===== config.mk =====
export PLATFORM = sky130hd
export DESIGN_NAME = bndr_mul
export DESIGN_NICKNAME = d
export VERILOG_FILES = /design/src/rtl/bndr_pkg.sv /design/src/rtl/bndr_mul.sv
export SDC_FILE = /design/constraint.sdc
export NUM_CORES = 2
export LEC_CHECK = 0
export BUFFER_PORTS_ARGS = -buffer_cell sky130_fd_sc_hd__buf_2
export CORE_MARGIN = 2
export CORE_UTILIZATION = 35
export CTS_CLUSTER_SIZE = 24
export DETAILED_ROUTE_END_ITERATION = 8
export PLACE_DENSITY = 0.58
export SYNTH_ARGS = -nofsm -noshare
export SYNTH_HDL_FRONTEND = slang
export SYNTH_SLANG_ARGS = --single-unit

===== constraint.sdc =====
create_clock -name clock -period 11.9 [get_ports clock]
set_clock_uncertainty 0.1 [all_clocks]
set_input_delay 2.38 -clock clock [delete_from_list [all_inputs] [get_ports clock]]
set_output_delay 2.38 -clock clock [all_outputs]
set_load 0.005 [all_outputs]

===== src/rtl/bndr_pkg.sv =====
// Shared types, constants and saturation helpers for the BNDR-LMS adaptive filter.
// Used by bndr_mul, bndr_div and bndr_lms_adaptive_fir; depends on nothing else.
`default_nettype none

package bndr_pkg;

   // field and datapath widths (sized for the largest supported tap count)
   localparam int SAMPLE_W  = 16;
   localparam int STEP_W    = 16;
   localparam int COEF_W    = 32;
   localparam int ENERGY_W  = 40;
   localparam int YACC_W    = 56;
   localparam int SHIFTED_W = 30;
   localparam int OPA_W     = 40;
   localparam int OPB_W     = 30;
   localparam int PROD_W    = OPA_W + OPB_W;
   localparam int BC_W      = 58;
   localparam int NUM_W     = 46;
   localparam int DEN_W     = 57;
   localparam int WEIGHT_W  = 40;
   localparam int QUOT_W    = 44;
   localparam int FRAC_BITS = 25;
   localparam int CNT_W     = 6;
   localparam int SUB_W     = 3;
   localparam int DELTA_W   = 42;

   localparam logic [DEN_W-1:0]           EPS_Q40    = 57'd109951163;
   localparam logic signed [WEIGHT_W-1:0] WEIGHT_MAX = 40'sh7F_FFFF_FFFF;

   // register map
   localparam int            CSR_ADDR_W    = 3;
   localparam int            CSR_DATA_W    = 32;
   localparam logic [0:0]    REG_STEP_SIZE = 1'b0;
   localparam logic [STEP_W-1:0] STEP_RESET = 16'd3277;

   // sub-step codes of the dot product pass
   localparam logic [SUB_W-1:0] DOT_UV = 3'd0;
   localparam logic [SUB_W-1:0] DOT_UU = 3'd1;
   localparam logic [SUB_W-1:0] DOT_VV = 3'd2;
   localparam logic [SUB_W-1:0] DOT_UW = 3'd3;
   localparam logic [SUB_W-1:0] DOT_VW = 3'd4;

   // sub-step codes of the determinant and numerator pass
   localparam logic [SUB_W-1:0] DET_BC  = 3'd0;
   localparam logic [SUB_W-1:0] DET_AA  = 3'd1;
   localparam logic [SUB_W-1:0] DET_E1C = 3'd2;
   localparam logic [SUB_W-1:0] DET_E2A = 3'd3;
   localparam logic [SUB_W-1:0] DET_E2B = 3'd4;
   localparam logic [SUB_W-1:0] DET_E1A = 3'd5;

   // sub-step codes of the coefficient update pass
   localparam logic [SUB_W-1:0] UPD_WU    = 3'd0;
   localparam logic [SUB_W-1:0] UPD_WV    = 3'd1;
   localparam logic [SUB_W-1:0] UPD_SUM   = 3'd2;
   localparam logic [SUB_W-1:0] UPD_ROUND = 3'd3;
   localparam logic [SUB_W-1:0] UPD_STEP  = 3'd4;
   localparam logic [SUB_W-1:0] UPD_DELTA = 3'd5;
   localparam logic [SUB_W-1:0] UPD_WRITE = 3'd6;

   // destination of a product, carried alongside it through the multiplier
   typedef enum logic [3:0] {
      TAG_NONE, TAG_A, TAG_B, TAG_C, TAG_Y1, TAG_Y2,
      TAG_BC, TAG_AA, TAG_E1C, TAG_E2A, TAG_E2B, TAG_E1A,
      TAG_WU, TAG_WV, TAG_STP
   } tag_type;

   typedef enum logic [3:0] {
      ST_IDLE, ST_DOT, ST_DOT_END, ST_ERR, ST_DET, ST_DET_END,
      ST_DIV_A_GO, ST_DIV_A_WAIT, ST_DIV_B_GO, ST_DIV_B_WAIT,
      ST_UPD, ST_UPD_END, ST_OUT
   } state_type;

   typedef struct packed {
      tag_type                  tag;
      logic signed [OPA_W-1:0]  op_a;
      logic signed [OPB_W-1:0]  op_b;
   } mul_req_type;

   typedef struct packed {
      logic start;
   } div_ctl_type;

   typedef struct packed {
      logic busy;
      logic done;
   } div_stat_type;

   // saturate a 29-bit signed value to 16 bits
   function automatic logic signed [SAMPLE_W-1:0] sat16(input logic signed [28:0] v);
      logic signed [SAMPLE_W-1:0] r;
      if (v > 29'sd32767) begin
         r = 16'sh7FFF;
      end else if (v < -29'sd32768) begin
         r = 16'sh8000;
      end else begin
         r = v[SAMPLE_W-1:0];
      end
      return r;
   endfunction

   // saturate a 43-bit signed value to 32 bits
   function automatic logic signed [COEF_W-1:0] sat32(input logic signed [42:0] v);
      logic signed [COEF_W-1:0] r;
      if (v > 43'sh0_7FFF_FFFF) begin
         r = 32'sh7FFF_FFFF;
      end else if (v < -43'sh0_8000_0000) begin
         r = 32'sh8000_0000;
      end else begin
         r = v[COEF_W-1:0];
      end
      return r;
   endfunction

endpackage

`default_nettype wire


===== src/rtl/bndr_mul.sv =====
// Shared signed multiplier with registered product and destination tag.
// Depends on bndr_pkg for operand widths and the tag type.
`default_nettype none

module bndr_mul (
   input  logic                                clock,
   input  logic                                reset,
   input  bndr_pkg::mul_req_type               req,
   output bndr_pkg::tag_type                   tag,
   output logic signed [bndr_pkg::PROD_W-1:0]  prod
);
   import bndr_pkg::*;

   tag_type                  tag_ff;
   logic signed [PROD_W-1:0] prod_ff;
   logic signed [PROD_W-1:0] prod_in;

   // form the full-width product
   assign prod_in = req.op_a * req.op_b;

   // register the product; the tag says where it goes next cycle
   always_ff @(posedge clock) begin
      if (reset) begin
         tag_ff <= TAG_NONE;
      end else begin
         tag_ff <= req.tag;
      end
      prod_ff <= prod_in;
   end

   assign tag  = tag_ff;
   assign prod = prod_ff;

endmodule

`default_nettype wire


Word level (Yosys, flattened, before mapping)
Index checks and enable logic that the tools add are counted.
{"block": "classes", "n_mul": 1}
{"operator": "$mul A40 B30 Y70", "n": 1}
{"block": "totals", "regBits": 74, "inputBits": 76, "out_inout_bits": 74, "wordCells": 3}

Logic depth before layout (Yosys ltp)
{"block": "depth", "depth_word": 1, "ltp_mapped": 28, "mapped_depth_nobuf": 26}

Worst setup path after synthesis
Ideal clock, no wire load.
{"block": "synth_path", "kind": "in2reg", "start": "in req[69] in the netlist's numbering", "end": "reg prod_ff[69], in the netlist prod[69]", "setup_time_ns": 0.086, "arrival_time_ns": 9.668, "required_ns": 11.714, "slack_ns": 2.046, "stages": 26, "n_path_buf": 2, "path_cell_list": "clkbuf_1 nand2_1 inv_1 fa_1 fa_1 fa_1 fa_1 inv_1 fa_1 inv_1 fa_1 fa_1 inv_1 fa_1 inv_1 ha_1 clkbuf_1 a21o_1 a21o_1 a21oi_1 nor2b_1 o21ai_0 a211o_1 and3_1 a21o_1 a211oi_1"}
{"block": "synth_between", "elab_chain_len": 1}
{"element": "start, declared", "line_no": "bndr_mul.sv:8", "source": "input bndr_pkg::mul_req_type req,"}
{"element": "$mul A40 B30 Y70", "line_no": "bndr_mul.sv:19", "source": "assign prod_in = req.op_a * req.op_b;"}
{"element": "via prod_in[69]", "line_no": "bndr_mul.sv:16", "source": "logic signed [PROD_W-1:0] prod_in;"}
{"element": "end signal, assigned", "line_no": "bndr_mul.sv:28", "source": "prod_ff <= prod_in;"}
{"element": "end, declared", "line_no": "bndr_mul.sv:15", "source": "logic signed [PROD_W-1:0] prod_ff;"}
The timed path passes the listed nets, and every way through them passes these cells.
A chain may end at the register's enable or synchronous reset.

Worst setup path in the final report
{"block": "layout_path", "start": "in req[8] in the netlist's numbering", "end": "reg prod_ff[68], in the netlist prod[68]"}
The elaborated chain is that of the path after synthesis.

==> summary.md <==
| Metric | Value |
|---|---|
| Htree depth | `3` |
| Worst hold stages | `2` |
| Worst Setup Path Type | `input port to flip-flop` |
| Worst-Margin Slew | `1.205 ns` |
| Final #Nets | `6215` |
| Synth Cell Area | `42970 um2` |
| Post-synthesis cell count | `4760` |
| TritonCTS clock tree | `built` |
| Core ar. | `121900 um2` |
| Crit Path Max Fanout | `40` |
| Vias | `30600` |
| Routed Antenna Nets | `0` |
| Utilization after layout | `37.32%` |
| Outcome | `finished, final reports clean` |
| FP Rows | `128` |
| Share of cells above drive strength 1 | `5.263%` |
| Relative slew slack | `19.68%` |
| Clk sinks | `74` |
| Yosys reg bits | `74` |
| All-Layer GR Usage | `21.00%` |
| Top Ports | `150` |
| Initial antenna violation count | `16` |
| EDFF count, synth | `0` |
| Die H | `354.4 um` |
| Synth top area cells | `fa_1, inv_1, nand2_1, ha_1, and2_1` |
| Crit path time final | `10.58 ns` |
| WL per Instance | `19.57 um` |
| Initial drt markers | `1761` |
| Largest net degree at the start of global routing | `41` |
| Sequential area share after synthesis | `3.448%` |
| CTS max path bufs | `2` |
| Fmax | `0.09450 GHz` |
| Period utilization | `88.92%` |
| Synth top cells by count | `inv_1, fa_1, nand2_1` |
| Crit-path cells | `buf_2 > and2_1 > fa_1 > fa_1 > fa_1 > inv_1 > fa_1 > inv_1 > fa_1 > fa_1 > fa_1 > inv_1 > fa_1 > inv_1 > ha_1 > a21oi_1 > o21ai_1 > o21bai_1 > a21oi_1 > nand2b_1 > nand4_2 > a31oi_4 > a41oi_1 > xnor2_1` |
| CTS buffer count | `9` |
| Final wirelength | `124.1 mm` |
| Syn Nets | `6268` |
| Die area | `125600 um2` |
| PortBufs | `149` |
| Crit path DAT | `10.81 ns` |
| Post-Syn Area per Cell | `9.027 um2` |
| YS warnings | `0` |
| Post-DP HPWL | `100.2 mm` |
| Drt pass-1 iters | `6` |
| Crit path required time | `12.13 ns` |
| CTS Hold Buffers Added | `0` |
| Die X-Extent | `354.4 um` |
| Setup tns final | `0 ns` |
| CP startpoint kind | `input port` |
| Final hold vios | `0` |
| Max Cap Viol | `0` |
| Asr flop ratio synth | `0%` |
| Clk slew on worst S/H paths | `0.08 ns` |
| RePlAce Congestion | `0.8577` |
| Hold crit path type | `input port to flip-flop` |
| Cell mode on critical path | `fa_1` |
| Post-synth top area cell | `fa_1` |
| Post_cts resized | `0` |
| Initial core utilization | `35.26%` |
| Netlist cell types | `77` |
| Vias in the first global route | `34550` |
| Root Driver | `clkbuf_16` |
| Max incr delay on CP | `0.94 ns` |
| Setup crit end kind | `flip-flop` |
| Unrepaired setup endpoints after global routing | `false` |
| Most frequent cell after synthesis | `inv_1` |
| Max Slew Vio Count | `0` |
| # DRC | `0` |
| P&R area growth vs syn | `5.868%` |
| CP max-delay cell | `a21oi_1` |
| Synth top area share | `57.68%` |
| Final-report setup violation count | `0` |
| Grt ovf | `0` |
| Average vias per placed instance | `4.824` |
| Top FF cell, synth | `dfxtp_1` |
| Post-CTS Setup Inserts | `0` |
| First-pass GRT wire length | `201.0 mm` |
==> through the flow <==
stage / cell area (um2) / cells / worst slack [ns] / hold WS [ns]
floorplan: 42970 / 4760 / 2.046 / 2.352
global placement: 45140 / 6320 / 0.5179 / 2.494
detailed placement: 45170 / 6321 / 0.9334 / 2.495
CTS: 45470 / 6337 / 1.429 / 2.009
global route: 45480 / 6340 / 0.9309 / 2.042
finish: 45490 / 6343 / 1.318 / 2.039
==> registers in the layout, indices dropped and copies added, names as in the netlist <==
name  cells
tag       4
prod     70
==> area by class of cell <==
type                    instances  area [um2]
clock buffers                   9       225.2
multi-input cells            3103       35560
inverters                    1323        4966
flip-flops and latches         74        1481
repair buffers                196        1131
fillers                     12520       76390
clock inverters                 7       82.58
well taps                    1625        2033
diodes                          6       15.01
==> cells in the final DEF (no fill, tap or decap), types with 9 or more instances in the layout <==
| cell | count |
|---|---|
| xor2_1 | 23 |
| inv_1 | 1322 |
| nand2_1 | 950 |
| o21ai_0 | 22 |
| ha_1 | 194 |
| nor2_1 | 75 |
| buf_2 | 149 |
| a21o_1 | 36 |
| clkbuf_16 | 9 |
| nand4_1 | 15 |
| and2_1 | 255 |
| nand3_1 | 10 |
| xnor2_1 | 55 |
| buf_4 | 44 |
| fa_1 | 1238 |
| nand2b_1 | 14 |
| nor2b_1 | 13 |
| o21ai_1 | 10 |
| nor3_1 | 14 |
| a21oi_1 | 69 |
| dfxtp_1 | 74 |
==> per-layer routing <==
| metal | vias to the layer above | global-route usage (%) | routed length, um | part of all wire [%] |
|---|---|---|---|---|
| li1 | 13230 | - | - | - |
| met2 | 928 | 36.06 | 61780 | 50 |
| met3 | 248 | 3.563 | 7735 | 6.2 |
| met4 | 20 | 6.856 | 4429 | 3.6 |
| met1 | 16170 | 26.92 | 50060 | 40 |
| met5 | - | 0 | 123 | 0.099 |
==> worst max-delay path, delay by kind of cell <==
family / cells / cell delay [ns]
xor gates and xnor gates: 1 / 0.15
adders and majority gates: 9 / 4.45
AOI/OAI and AO/OA: 6 / 1.94
buffers and inverters: 5 / 1.01
and+or+nand+nor: 3 / 0.68
==> kinds of logic after synthesis <==
logic type,synth area share [%]
buf+inv,13.85
fa+ha+maj,63.33
simple gates,14.02
compound gates,3.759
xor+xnor,1.590
flops,3.448
==> worst paths after layout <==
path | start | end
setup / recovery | req[8] | prod[68]
hold / removal | reset | tag[3]
Power is left out: the tool's default activity adds up to more than one toggle a clock period on the data nets, which glitch-free logic cannot reach.
