$ cat config.mk
export PLATFORM = sky130hd
export DESIGN_NAME = bndr_div
export DESIGN_NICKNAME = d
export VERILOG_FILES = /design/src/rtl/bndr_pkg.sv /design/src/rtl/bndr_div.sv
export SDC_FILE = /design/constraint.sdc
export NUM_CORES = 1
export LEC_CHECK = 0
export BUFFER_PORTS_ARGS = -buffer_cell sky130_fd_sc_hd__buf_2
export CORE_ASPECT_RATIO = 0.5
export CORE_MARGIN = 4
export CORE_UTILIZATION = 61
export CTS_BUF_LIST = sky130_fd_sc_hd__clkbuf_8
export DETAILED_ROUTE_END_ITERATION = 16
export MAX_ROUTING_LAYER = met4
export PLACE_DENSITY = 0.83
export SETUP_SLACK_MARGIN = 0.05
export SLEW_MARGIN = 20
export SYNTH_ARGS = -nofsm -noshare
export SYNTH_HDL_FRONTEND = slang
export SYNTH_SLANG_ARGS = --single-unit
$ cat constraint.sdc
create_clock -name clock -period 6.67 [get_ports clock]
set_clock_uncertainty 0.05 [all_clocks]
set_input_delay 1.334 -clock clock [delete_from_list [all_inputs] [get_ports clock]]
set_output_delay 1.334 -clock clock [all_outputs]
set_load 0.01 [all_outputs]
$ cat src/rtl/bndr_pkg.sv
// Shared types, constants and saturation helpers for the BNDR-LMS adaptive filter.
// Used by bndr_mul, bndr_div and bndr_lms_adaptive_fir; depends on nothing else.
`default_nettype none

package bndr_pkg;

   // field and datapath widths (sized for the largest supported tap count)
   localparam int SAMPLE_W  = 16;
   localparam int STEP_W    = 16;
   localparam int COEF_W    = 32;
   localparam int ENERGY_W  = 40;
   localparam int YACC_W    = 56;
   localparam int SHIFTED_W = 30;
   localparam int OPA_W     = 40;
   localparam int OPB_W     = 30;
   localparam int PROD_W    = OPA_W + OPB_W;
   localparam int BC_W      = 58;
   localparam int NUM_W     = 46;
   localparam int DEN_W     = 57;
   localparam int WEIGHT_W  = 40;
   localparam int QUOT_W    = 44;
   localparam int FRAC_BITS = 25;
   localparam int CNT_W     = 6;
   localparam int SUB_W     = 3;
   localparam int DELTA_W   = 42;

   localparam logic [DEN_W-1:0]           EPS_Q40    = 57'd109951163;
   localparam logic signed [WEIGHT_W-1:0] WEIGHT_MAX = 40'sh7F_FFFF_FFFF;

   // register map
   localparam int            CSR_ADDR_W    = 3;
   localparam int            CSR_DATA_W    = 32;
   localparam logic [0:0]    REG_STEP_SIZE = 1'b0;
   localparam logic [STEP_W-1:0] STEP_RESET = 16'd3277;

   // sub-step codes of the dot product pass
   localparam logic [SUB_W-1:0] DOT_UV = 3'd0;
   localparam logic [SUB_W-1:0] DOT_UU = 3'd1;
   localparam logic [SUB_W-1:0] DOT_VV = 3'd2;
   localparam logic [SUB_W-1:0] DOT_UW = 3'd3;
   localparam logic [SUB_W-1:0] DOT_VW = 3'd4;

   // sub-step codes of the determinant and numerator pass
   localparam logic [SUB_W-1:0] DET_BC  = 3'd0;
   localparam logic [SUB_W-1:0] DET_AA  = 3'd1;
   localparam logic [SUB_W-1:0] DET_E1C = 3'd2;
   localparam logic [SUB_W-1:0] DET_E2A = 3'd3;
   localparam logic [SUB_W-1:0] DET_E2B = 3'd4;
   localparam logic [SUB_W-1:0] DET_E1A = 3'd5;

   // sub-step codes of the coefficient update pass
   localparam logic [SUB_W-1:0] UPD_WU    = 3'd0;
   localparam logic [SUB_W-1:0] UPD_WV    = 3'd1;
   localparam logic [SUB_W-1:0] UPD_SUM   = 3'd2;
   localparam logic [SUB_W-1:0] UPD_ROUND = 3'd3;
   localparam logic [SUB_W-1:0] UPD_STEP  = 3'd4;
   localparam logic [SUB_W-1:0] UPD_DELTA = 3'd5;
   localparam logic [SUB_W-1:0] UPD_WRITE = 3'd6;

   // destination of a product, carried alongside it through the multiplier
   typedef enum logic [3:0] {
      TAG_NONE, TAG_A, TAG_B, TAG_C, TAG_Y1, TAG_Y2,
      TAG_BC, TAG_AA, TAG_E1C, TAG_E2A, TAG_E2B, TAG_E1A,
      TAG_WU, TAG_WV, TAG_STP
   } tag_type;

   typedef enum logic [3:0] {
      ST_IDLE, ST_DOT, ST_DOT_END, ST_ERR, ST_DET, ST_DET_END,
      ST_DIV_A_GO, ST_DIV_A_WAIT, ST_DIV_B_GO, ST_DIV_B_WAIT,
      ST_UPD, ST_UPD_END, ST_OUT
   } state_type;

   typedef struct packed {
      tag_type                  tag;
      logic signed [OPA_W-1:0]  op_a;
      logic signed [OPB_W-1:0]  op_b;
   } mul_req_type;

   typedef struct packed {
      logic start;
   } div_ctl_type;

   typedef struct packed {
      logic busy;
      logic done;
   } div_stat_type;

   // saturate a 29-bit signed value to 16 bits
   function automatic logic signed [SAMPLE_W-1:0] sat16(input logic signed [28:0] v);
      logic signed [SAMPLE_W-1:0] r;
      if (v > 29'sd32767) begin
         r = 16'sh7FFF;
      end else if (v < -29'sd32768) begin
         r = 16'sh8000;
      end else begin
         r = v[SAMPLE_W-1:0];
      end
      return r;
   endfunction

   // saturate a 43-bit signed value to 32 bits
   function automatic logic signed [COEF_W-1:0] sat32(input logic signed [42:0] v);
      logic signed [COEF_W-1:0] r;
      if (v > 43'sh0_7FFF_FFFF) begin
         r = 32'sh7FFF_FFFF;
      end else if (v < -43'sh0_8000_0000) begin
         r = 32'sh8000_0000;
      end else begin
         r = v[COEF_W-1:0];
      end
      return r;
   endfunction

endpackage

`default_nettype wire

$ cat src/rtl/bndr_div.sv
// Radix-2 restoring divider for the step weights: |num| * 2^25 / den, saturated.
// Depends on bndr_pkg for widths, the weight limit and the control structs.
`default_nettype none

module bndr_div (
   input  logic                                   clock,
   input  logic                                   reset,
   input  bndr_pkg::div_ctl_type                  ctl,
   input  logic signed [bndr_pkg::NUM_W-1:0]      num,
   input  logic [bndr_pkg::DEN_W-1:0]             den,
   output bndr_pkg::div_stat_type                 stat,
   output logic signed [bndr_pkg::WEIGHT_W-1:0]   quot
);
   import bndr_pkg::*;

   logic                 busy_ff, busy_in;
   logic                 done_ff, done_in;
   logic [CNT_W-1:0]     cnt_ff, cnt_in;
   logic                 neg_ff, neg_in;
   logic [DEN_W-1:0]     rem_ff, rem_in;
   logic [DEN_W-1:0]     den_ff, den_in;
   logic [QUOT_W-1:0]    sh_ff, sh_in;
   logic [QUOT_W-1:0]    q_ff, q_in;

   logic [NUM_W-1:0]     mag;
   logic [DEN_W+1:0]     trial;
   logic                 ge;
   logic [WEIGHT_W-1:0]  sat;

   assign mag   = num[NUM_W-1] ? NUM_W'(-num) : NUM_W'(num);
   assign trial = {1'b0, rem_ff, sh_ff[QUOT_W-1]} - {2'b00, den_ff};
   assign ge    = ~trial[DEN_W+1];

   // load on start, then one quotient bit per cycle
   always_comb begin
      busy_in = busy_ff;
      done_in = 1'b0;
      cnt_in  = cnt_ff;
      neg_in  = neg_ff;
      rem_in  = rem_ff;
      den_in  = den_ff;
      sh_in   = sh_ff;
      q_in    = q_ff;
      if (ctl.start) begin
         busy_in = 1'b1;
         cnt_in  = CNT_W'(QUOT_W);
         neg_in  = num[NUM_W-1];
         rem_in  = DEN_W'(mag[NUM_W-2:QUOT_W-FRAC_BITS]);
         den_in  = den;
         sh_in   = {mag[QUOT_W-FRAC_BITS-1:0], FRAC_BITS'(0)};
         q_in    = '0;
      end else if (busy_ff) begin
         rem_in = ge ? trial[DEN_W-1:0] : {rem_ff[DEN_W-2:0], sh_ff[QUOT_W-1]};
         q_in   = {q_ff[QUOT_W-2:0], ge};
         sh_in  = {sh_ff[QUOT_W-2:0], 1'b0};
         cnt_in = cnt_ff - 1'b1;
         if (cnt_ff == CNT_W'(1)) begin
            busy_in = 1'b0;
            done_in = 1'b1;
         end
      end
   end

   always_ff @(posedge clock) begin
      if (reset) begin
         busy_ff <= 1'b0;
         done_ff <= 1'b0;
         cnt_ff  <= '0;
      end else begin
         busy_ff <= busy_in;
         done_ff <= done_in;
         cnt_ff  <= cnt_in;
      end
      neg_ff <= neg_in;
      rem_ff <= rem_in;
      den_ff <= den_in;
      sh_ff  <= sh_in;
      q_ff   <= q_in;
   end

   // clamp the magnitude and restore the sign
   assign sat  = (q_ff > QUOT_W'(WEIGHT_MAX)) ? WEIGHT_MAX : q_ff[WEIGHT_W-1:0];
   assign quot = neg_ff ? WEIGHT_W'(-$signed(sat)) : $signed(sat);

   assign stat.busy = busy_ff;
   assign stat.done = done_ff;

endmodule

`default_nettype wire

Word-level counts from Yosys, hierarchy flattened
Cells that the tools add are included.
- bits in registers: 186
- input port bits: 106
- output and inout port bits: 42
- word-level logic and storage cells: 35
- add/sub/neg operators: 4
- $lt $le $gt $ge: 1
- equal/unequal tests: 1
- multiplexer cells: 14
- bitwise gates (word level): 2
- reductions and logical operators: 3
- operators by type and width (kind ; count):
    $mux W44 ; 2
    $mux W40 ; 2
    $sub A58 B57 Y59 ; 1
    $mux W57 ; 1
    $mux W26 ; 2
    $mux W45 ; 1
    $neg A45 Y45 ; 1
    $gt A44 B39 Y1 const B ; 1
    $neg A40 Y40 ; 1
    $mux W6 ; 2
    $eq A6 B1 Y1 const B ; 1
    $sub A6 B1 Y6 const B ; 1
    $mux W1 ; 4
    $reduce_or A3 Y1 ; 1
    $not A1 Y1 ; 2
    $reduce_bool A2 Y1 ; 1
    $reduce_or A2 Y1 ; 1

Longest topological paths before layout
- depth in word-level cells: 4
- mapped depth: 16
- depth with buffers taken out: 14

Worst setup path before layout
No wires, ideal clock.
- kind: register -> output
- from: reg q_ff[42]
- to: out quot[32] in the netlist's numbering
- arrival time: 4.640 ns
- required time: 5.286 ns
- slack: 0.646 ns
- stages on the path, launching flop included: 16
- path buffers: 2
- cells stage by stage: dfxtp_1 or4_1 or2_2 clkbuf_1 clkbuf_1 nor2_1 ha_1 nor3b_1 nor3b_1 nand3_1 or4_1 nor4_1 nand2b_1 or2_1 or4_1 a221o_1
- longest elaborated chain between the ends: 4
- ends and longest elaborated chain (item ; RTL line ; source):
    start: declaration ; bndr_div.sv:23 ; logic [QUOT_W-1:0] q_ff, q_in;
    start signal: assignment ; bndr_div.sv:78 ; q_ff <= q_in;
    $gt A44 B39 Y1 * ; bndr_div.sv:82 ; assign sat = (q_ff > QUOT_W'(WEIGHT_MAX)) ? WEIGHT_MAX : q_ff[WEIGHT_W-1:0];
    $mux W40 * ; bndr_div.sv:82 ;
    $neg A40 Y40 ; bndr_div.sv:83 ; assign quot = neg_ff ? WEIGHT_W'(-$signed(sat)) : $signed(sat);
    $mux W40 * ; bndr_div.sv:83 ;
    end: declaration ; bndr_div.sv:12 ; output logic signed [bndr_pkg::WEIGHT_W-1:0] quot
Every way passes the cells marked *; elsewhere a longest branch is shown, timed or not.

Worst setup path after layout
Ends and elaborated chain as after synthesis.

==> run metrics <==
Syn Area/Cell 8.687 um^2; commonest non-fill, non-tap cell in the layout nor2_1; CP Launch Type flop; Pwr Density 235.5 mW/mm^2; first-pass GRT wire length 50080 um; worst reg2reg startpoint rem_ff[14]; Cells after Synth 1438; fin crit share 94.22%; Final GP Congestion 0.9703; vias in the first global route 10.39k; gr usage total 27.31%; routed vias/inst 6.160; Worst EP required 5290 ps; CTS Buf Count 17; RSZ-0062 raised after global routing false; largest fanout on the critical path 5; Post-Route WL 30520 um; post-place setup slack 557.6 ps; DR DRC count 0; Tmin final 6284 ps; share of layout cells above drive strength 1 14.08%; dominant synthesized flop cell edfxtp_1; YS warnings 0; Slew HR 36.37%; Critical Path End quot[32]; FP Rows 36; synth unique cells 75; Syn Std Cell Area 0.01249 mm^2; Max Freq 0.1591 GHz; status completed; CTS tree built; Final nets 1696; Final ANT Viol Nets 0; Die Width 210.4 um; Seq/Total Area, Yosys 38.06%; Static Leak 0.006001 uW; Fin Setup TNS 0 ps; # IOs 148; Clock transition at path regs 100 ps; max_cap viols 0; number of synthesized flops with an enable pin 103; via count 11.14k; area grow syn2layout 10.34%; Port Buffers 147; CTS Buffer Depth 2; fraction of registers with async set/reset 0%; Pre-antenna DRT Iters 5; syn_nets 1606; R2R Path End rem_ff[17]; Die Ht 109.2 um; Hold WC Path Type flop to flop; hold-fix buffers at CTS 0; beginning of the critical path q_ff[42]; crit path kind flop to primary output; Core Region 0.01977 mm^2; # setup viols final 0; detailed placement HPWL 22690 um; initial antenna violation count 0; commonest cells after routing, fill and taps aside nor2_1, buf_2, a21oi_1; Worst EP arrival 4900 ps; CP endpoint kind primary output; Worst IR Drop VDD 0.2164 mV; Worst Reg-to-Reg Cells 12; grt ovf 0; routed wl met2 14130 um; filler cell count 1572; Final WS setup 385.9 ps; Routed WL per cell 16.88 um; largest net degree at the start of global routing 116; Worst Max-Slew Pin Slew 954.4 ps; drt initial violations 1033; CTS sink count 186; worst skew pair latency 500 ps; die area 0.02297 mm^2; r2r setup slk 2480 ps; WL met3 2034 um; routed metal-1 wirelength 13870 um; Starting Density 63.17%; final hold viol count 0; max-slew violations 0; Clock Tree Root clkbuf_8; CTS H-tree depth 4; FF+latch count, synth 186; max layer used met4
[final cells by class]
class / count / area (um^2) / share of cell area (%)
sequential: 186 / 4758 / 34.52
tap: 266 / 332.8 / 2.415
clock buffer: 18 / 247.7 / 1.797
timing repair buffer: 157 / 842.1 / 6.109
clock inverter: 14 / 157.7 / 1.144
antenna: 1 / 2.502 / 0.01816
multi-input combinational: 1085 / 7138 / 51.79
inverter: 81 / 304.0 / 2.206
[where the power goes]
part	switching, uW	total, uW	internal [uW]
clock network	436	788	352
logic	633	1080	443
registers	64.3	1380	1320
[cell usage after synthesis (5+ instances only)]
cell type / instances / area [um^2]
a211oi_1: 46 / 345.3
a21o_1: 45 / 337.8
a21oi_1: 123 / 615.6
a221o_1: 9 / 90.09
a31oi_1: 12 / 75.07
a32oi_1: 5 / 43.79
and3_1: 10 / 62.56
buf_1: 10 / 37.54
clkbuf_1: 72 / 270.3
dfxtp_1: 83 / 1662
edfxtp_1: 103 / 3093
ha_1: 61 / 763.2
inv_1: 81 / 304.0
mux2i_1: 55 / 550.5
nand2_1: 90 / 337.8
nand2b_1: 11 / 68.82
nand3_1: 18 / 90.09
nand4_1: 14 / 87.58
nor2_1: 201 / 754.5
nor2b_1: 6 / 37.54
nor3_1: 28 / 140.1
nor4_1: 7 / 43.79
o21a_1: 7 / 52.55
o21ai_0: 70 / 350.3
o21bai_1: 14 / 105.1
o22ai_1: 5 / 31.28
o311ai_0: 16 / 140.1
o31ai_1: 14 / 105.1
o41ai_1: 6 / 52.55
or2_2: 8 / 50.05
or3_1: 13 / 81.33
or4_1: 17 / 127.6
xnor2_1: 42 / 367.9
xor2_1: 64 / 560.5
[layer usage]
layer | vias up | global-route usage (%)
li1 | 5408 | -
met1 | 5263 | 36.46
met2 | 429 | 43.80
met3 | 38 | 4.829
met4 | 0 | 7.027
met5 | - | -
[sequential cells by signal (all words and copies together) (netlist names)]
signal,cells
busy_ff,1
cnt_ff,6
den_ff,57
done_ff,1
neg_ff,1
q_ff,44
rem_ff,57
sh_ff,19
[cells by family (layout without fill, tap and decap cells)]
logic type | Yosys count | in the layout | synth area share (%)
muxes | 58 | 58 | 4.677
xor gates and xnor gates | 106 | 106 | 7.432
AOI/OAI and AO/OA | 408 | 408 | 21.47
DFF | 186 | 186 | 38.06
buffers and inverters | 167 | 270 | 5.098
other | 0 | 1 | 0
adders and majority gates | 62 | 62 | 6.270
and+or+nand+nor | 451 | 451 | 16.99
[worst min-delay path by stage]
| stage | startpoint | to | slack [ps] | cells after the start |
|---|---|---|---|---|
| after floorplan | rem_ff[49] | rem_ff[49] | 410 | 2 |
| after global placement | cnt_ff[1] | cnt_ff[1] | 440 | 2 |
| after detailed placement | cnt_ff[1] | cnt_ff[1] | 430 | 2 |
| after CTS | cnt_ff[1] | cnt_ff[1] | 460 | 2 |
| after global routing | rem_ff[55] | rem_ff[55] | 480 | 2 |
| final | cnt_ff[1] | cnt_ff[1] | 460 | 2 |
[critical path, cell delays in order, from the launching register on]
cell,delay [ps]
dfxtp_1,330
or4_1,560
or2_2,320
nor2_1,160
ha_1,180
nor3b_2,200
nor3b_2,240
nand3_1,170
or4_1,580
nor4_4,310
nand2b_1,150
or2_1,290
or4_1,450
a221o_1,330
buf_2,140
[repair_timing]
action                     4_1_cts  5_1_grt
setup endpoints to repair        1        5
pin swaps                        0        0
resized for setup                1        3
buffers inserted                 0        0
hold endpoints to repair         0        0
[through the flow]
| step | hold WS [ps] | util [%] | cell area [um^2] | std cells | power, uW |
|---|---|---|---|---|---|
| final | 455.4 | 69.70 | 13780 | 1808 | 3246 |
| after detailed placement | 434.4 | 67.48 | 13340 | 1774 | 2453 |
| after global routing | 478.3 | 69.69 | 13780 | 1807 | 3438 |
| after CTS | 455.7 | 69.56 | 13750 | 1806 | 3249 |
| after floorplan | 410.8 | - | 12490 | 1438 | 2183 |
| after global placement | 435.7 | 67.48 | 13340 | 1774 | 2416 |
No activity file was read; power rests on OpenSTA's default activity.
